`config.mk`:
```
export PLATFORM = sky130hd
export DESIGN_NAME = rhd_raster_ctrl
export DESIGN_NICKNAME = d
export VERILOG_FILES = /design/src/hw/rtl/rhd_pkg.sv /design/src/hw/rtl/rhd_raster_ctrl.sv
export SDC_FILE = /design/constraint.sdc
export NUM_CORES = 1
export LEC_CHECK = 0
export ABC_CLOCK_PERIOD_IN_PS = 3300
export BUFFER_PORTS_ARGS = -buffer_cell sky130_fd_sc_hd__buf_4
export CAP_MARGIN = 10
export CORE_MARGIN = 10
export CORE_UTILIZATION = 45
export CTS_BUF_LIST = sky130_fd_sc_hd__clkbuf_4
export DETAILED_ROUTE_END_ITERATION = 6
export GPL_TIMING_DRIVEN = 0
export PLACE_DENSITY_LB_ADDON = 0.2
export SLEW_MARGIN = 20
export SYNTH_ARGS = -nofsm -noshare
export SYNTH_HDL_FRONTEND = slang
export SYNTH_SLANG_ARGS = --single-unit
```
`constraint.sdc`:
```
create_clock -name clk -period 3.3 [get_ports clk]
set_input_delay 0.165 -clock clk [delete_from_list [all_inputs] [get_ports clk]]
set_output_delay 0.165 -clock clk [all_outputs]
set_load 0.1 [all_outputs]
```
`src/hw/rtl/rhd_pkg.sv`:
```
// ----------------------------------------------------------------------------
// rhd_pkg
// Shared constants and types for the RGB 2x2 half-size downscaler.
// ----------------------------------------------------------------------------
`default_nettype none

package rhd_pkg;

    // Largest supported frame
    localparam int MAX_WIDTH  = 2048;
    localparam int MAX_HEIGHT = 2048;

    // Line store holds one pair sum per horizontal pixel pair
    localparam int LINE_DEPTH = MAX_WIDTH / 2;

    // Field widths
    localparam int DIM_W     = 12;                  // config register width
    localparam int COL_W     = $clog2(MAX_WIDTH);   // column counter
    localparam int ROW_W     = $clog2(MAX_HEIGHT);  // row counter
    localparam int IDX_W     = $clog2(LINE_DEPTH);  // line store address
    localparam int CHAN_W    = 8;                   // one color channel
    localparam int PSUM_W    = CHAN_W + 1;          // sum of two channels
    localparam int QSUM_W    = CHAN_W + 2;          // sum of four channels
    localparam int CFG_IDX_W = 1;

    // Clamp bounds as register-wide values
    localparam logic [DIM_W-1:0] MAX_W_DIM = DIM_W'(MAX_WIDTH);
    localparam logic [DIM_W-1:0] MAX_H_DIM = DIM_W'(MAX_HEIGHT);
    localparam logic [DIM_W-1:0] RESET_W   = DIM_W'(640);
    localparam logic [DIM_W-1:0] RESET_H   = DIM_W'(480);

    // Configuration register indexes
    typedef enum logic [CFG_IDX_W-1:0] {
        CFG_IMAGE_WIDTH  = 1'b0,
        CFG_IMAGE_HEIGHT = 1'b1
    } rhd_cfg_idx_t;

    // Three pair sums packed red, green, blue
    typedef struct packed {
        logic [PSUM_W-1:0] r;
        logic [PSUM_W-1:0] g;
        logic [PSUM_W-1:0] b;
    } rhd_psum_t;

    // Raster position of the pixel being transferred
    typedef struct packed {
        logic             pair_active;  // inside the full column pairs and row pairs
        logic             odd_col;
        logic             odd_row;
        logic [IDX_W-1:0] line_idx;
        logic             row_end;
        logic             frame_end;
    } rhd_pos_t;

endpackage : rhd_pkg

`default_nettype wire

```
`src/hw/rtl/rhd_raster_ctrl.sv`:
```
// ----------------------------------------------------------------------------
// rhd_raster_ctrl
// Frame size registers and column/row counters; classifies each pixel.
// ----------------------------------------------------------------------------
`default_nettype none

module rhd_raster_ctrl (
    input  wire logic                           clk,
    input  wire logic                           rst_n,
    input  wire logic                           cfg_we,
    input  wire logic [rhd_pkg::CFG_IDX_W-1:0]  cfg_index,
    input  wire logic [rhd_pkg::DIM_W-1:0]      cfg_data,
    input  wire logic                           step,
    output rhd_pkg::rhd_pos_t                   pos
);
    import rhd_pkg::*;

    logic [DIM_W-1:0] width_reg;
    logic [DIM_W-1:0] height_reg;
    logic [COL_W-1:0] col_reg;
    logic [COL_W-1:0] col_next;
    logic [ROW_W-1:0] row_reg;
    logic [ROW_W-1:0] row_next;

    logic [DIM_W-1:0] eff_w;
    logic [DIM_W-1:0] eff_h;
    logic [DIM_W-1:0] pair_cols;
    logic [DIM_W-1:0] pair_rows;
    logic [DIM_W-1:0] col_inc;
    logic [DIM_W-1:0] row_inc;

    // Configuration writes
    always_ff @(posedge clk or negedge rst_n)
    begin
        if (!rst_n)
        begin
            width_reg  <= RESET_W;
            height_reg <= RESET_H;
        end
        else if (cfg_we)
        begin
            unique case (rhd_cfg_idx_t'(cfg_index))
                CFG_IMAGE_WIDTH:  width_reg  <= cfg_data;
                CFG_IMAGE_HEIGHT: height_reg <= cfg_data;
                default: ;
            endcase
        end
    end

    // Effective size clamped to 1..max, rounded down to full pairs
    always_comb
    begin
        if (width_reg == '0)
            eff_w = DIM_W'(1);
        else if (width_reg > MAX_W_DIM)
            eff_w = MAX_W_DIM;
        else
            eff_w = width_reg;

        if (height_reg == '0)
            eff_h = DIM_W'(1);
        else if (height_reg > MAX_H_DIM)
            eff_h = MAX_H_DIM;
        else
            eff_h = height_reg;

        pair_cols = {eff_w[DIM_W-1:1], 1'b0};
        pair_rows = {eff_h[DIM_W-1:1], 1'b0};
        col_inc   = DIM_W'(col_reg) + DIM_W'(1);
        row_inc   = DIM_W'(row_reg) + DIM_W'(1);
    end

    // Pixel classification
    always_comb
    begin
        pos.pair_active = (DIM_W'(col_reg) < pair_cols) && (DIM_W'(row_reg) < pair_rows);
        pos.odd_col     = col_reg[0];
        pos.odd_row     = row_reg[0];
        pos.line_idx    = col_reg[COL_W-1:1];
        pos.row_end     = (col_inc == pair_cols);
        pos.frame_end   = (col_inc == pair_cols) && (row_inc == pair_rows);
    end

    // Counter advance with row and frame wrap
    always_comb
    begin
        col_next = col_reg;
        row_next = row_reg;
        if (col_inc >= eff_w)
        begin
            col_next = '0;
            if (row_inc >= eff_h)
                row_next = '0;
            else
                row_next = row_inc[ROW_W-1:0];
        end
        else
        begin
            col_next = col_inc[COL_W-1:0];
        end
    end

    always_ff @(posedge clk or negedge rst_n)
    begin
        if (!rst_n)
        begin
            col_reg <= '0;
            row_reg <= '0;
        end
        else if (step)
        begin
            col_reg <= col_next;
            row_reg <= row_next;
        end
    end

endmodule : rhd_raster_ctrl

`default_nettype wire

```
==> run summary <==
min-delay worst type - in2reg
Initial DRC Count - 125
Flop pwr share - 37.4%
most common cell after layout, fill and taps aside - nand2_1
core area - 0.00718 sq mm
CP arrival - 3.02 ns
global-route wire length before repair - 13.7 mm
Vias/cell - 5.63
ys async rst share - 100%
crit path capture type - primary output
CTS buffer count - 5
# H-tree levels - 2
Pint - 1.11 mW
clock root buffer master - clkbuf_4
relative slew slack - 58.3%
synthesized area - 0.00329 sq mm
layout cells sized above 1 - 24.9%
# DRC - 0
I/O Buffers - 30
Synth area leaders - dfrtp_1 (30%), ha_1 (17%), mux2_2 (7.9%)
achievable frequency - 0.314 GHz
top fanout value on the critical path - 7
RR Startpoint - col_reg[0]
Worst Path Required - 3.13 ns
Clock Skews - 0.0219 ns
Detailed Routing Iterations Pass 1 - 4
Syn Inst Count - 331
Peak VDD IR - 0.440 mV
FILL cells - 667
Storage cell area - 0.00117 sq mm
clk sink count - 46
antenna-violating nets left - 0
Worst Setup Start Kind - flop
hpwl dp - 6.26 mm
min setup slack post-route - 0.111 ns
Congestion Overflow GR - 0
row count - 31
endpoints failing setup - 0
Final Hold Violating Endpoints - 0
WL per Instance - 17.1 um
Inserted Diodes - 0
Die Wd - 105 um
Period Utilization, post-route - 96.6%
initial antenna violation count - 0
area leader, netlist - dfrtp_1
Hold Path Origin - cfg_data[0]
WS Path Type - reg2out
worst skew pair latency - 0.38 ns
largest net degree at the start of global routing - 47
Netlist cell types - 43
gr usage total - 14.7%
Yosys Warn Count - 0
Syn Area/Cell - 9.94 sq um
Layout area overhead - 17.5%
clock power share - 15.0%
Post-synth EDFFs - 0
switching part of the total - 46.5%
number of global-route vias before repair - 2,704
DRT Wirelength - 8.12 mm
clock buffer depth - 2
Starting Density - 45.8%
Critical Path Source - col_reg[0]
outcome - finished, final reports clean
clock transition at the registers of the reported paths - 0.17 ns
post-synth net total - 392
setup_tns - 0 ns
Synth Flop Type - dfrtp_1
register area share after synthesis - 35.2%
hold_ws - 0.0160 ns
RSZ-0062 raised after global routing - yes
TritonCTS clock tree - done
Pins Over Slew Limit - 0
footprint of the multi-input gates - 0.00213 sq mm
max_cap viols - 0
switching pwr - 0.964 mW
power share of the combinational group - 47.5%
Final Net Count - 437
reg2reg setup slack - 0.22 ns
synthesized flop and latch total - 46
post-synth top area share - 30.4%
die height - 105 um
most frequent cells in the layout - nand2_1 (45), ha_1 (44), buf_4 (31), dfrtp_1 (29), mux2_2 (23)
DP Worst Slack - 0.198 ns
Period minus WS final - 3.19 ns
Pwr Density - 536 mW/mm^2
die footprint - 0.0111 sq mm
Slew @ Worst Pin - 0.625 ns
leakage power - 1.86 nW
RD Place Congestion - 0.909
IO Count - 32
via count - 2,680
-- through the flow --
step	area, sq um	power [mW]	instances	utilization, %
after global routing	3860	2.22	476	53.9
final	3860	2.07	476	53.9
after floorplan	3320	1.50	331	-
after global placement	3670	1.72	460	51.1
after detailed placement	3670	1.74	460	51.1
after CTS	3780	2.07	471	52.7
-- repair_timing --
action | 4_1_cts | 5_1_grt
endpoints found under the hold margin | 42 | 6
gates resized for setup | 5 | 5
pin swaps | 0 | 1
buffers inserted | 0 | 1
cloned | 0 | 0
hold buffers | 3 | 5
setup endpoints to repair | 2 | 5
-- Yosys cell counts (2+ instances only) --
cell	n
o21ai_0	5
o21ai_1	7
and3_1	8
nand3_1	22
and4_1	2
xnor2_1	8
clkbuf_1	6
nand2b_1	9
nand2_1	45
and2_1	2
nand4_1	6
a21o_1	12
dfstp_2	6
nor2b_1	10
a41o_1	9
xor2_1	4
a221o_1	2
ha_1	44
or3b_1	2
a21oi_1	11
inv_1	7
mux2_2	23
nor3_1	6
a31oi_1	2
o221ai_1	6
dfrtp_1	40
nor2_1	6
or3_1	2
nor4_1	5
-- cell families (layout without fill, tap and decap cells) --
| kind of cell | after synthesis | in the layout | synth area share, % |
|---|---|---|---|
| buffers and inverters | 15 | 61 | 1.86 |
| adder cells (fa/ha/maj) | 44 | 44 | 16.7 |
| flip-flops | 46 | 46 | 35.2 |
| XOR/XNOR | 12 | 12 | 3.20 |
| multiplexers | 24 | 24 | 8.18 |
| AO/OA/AOI/OAI | 64 | 64 | 15.5 |
| AND/OR/NAND/NOR | 126 | 126 | 19.3 |
-- power groups by stage --
stage	sequential [mW]	combinational, mW	clock, mW
6_report	0.776	0.986	0.311
5_1_grt	0.796	1.09	0.341
4_1_cts	0.775	0.974	0.320
3_5_place_dp	0.784	0.956	0
3_3_place_gp	0.782	0.939	0
2_1_floorplan	0.923	0.573	0
-- path summary, 6_finish.rpt --
path                                      end  depth (start not counted)
worst max-delay path                   pos[0]                         11
worst min-delay path            height_reg[0]                          2
worst max register to register     row_reg[7]                         11
worst min register to register   width_reg[3]                          1
max in group asynchronous          col_reg[7]                          2
min in group asynchronous          row_reg[6]                          2
-- layer usage --
metal | global-route usage [%] | part of all wire [%] | vias up
li1 | - | - | 1335
met1 | 19.4 | 49 | 1303
met2 | 24.2 | 47 | 35
met3 | 2.92 | 2.9 | 7
met4 | 3.77 | 0.96 | 0
met5 | 0 | 0 | -
-- worst max-delay path, cell delays in order, from the launching register on --
cell and delay, ns:
dfrtp_4 0.50, ha_1 0.22, inv_1 0.06, nor2_1 0.23, nand2_1 0.10, xnor2_1 0.17, ha_1 0.30, nand4_1 0.21
nor3_4 0.19, and3_4 0.22, and4_4 0.21, buf_6 0.22
-- area by class of cell --
| cell class | count | share of cell area (%) |
|---|---|---|
| well taps | 99 | 3.20 |
| multi-input cells | 270 | 55.0 |
| inverters | 7 | 0.680 |
| flip-flops and latches | 46 | 30.4 |
| plain buffers | 7 | 0.809 |
| repair buffers | 39 | 8.19 |
| clock inverters | 3 | 0.712 |
| clock buffers | 5 | 0.971 |
Power figures use the tool's default switching activity.
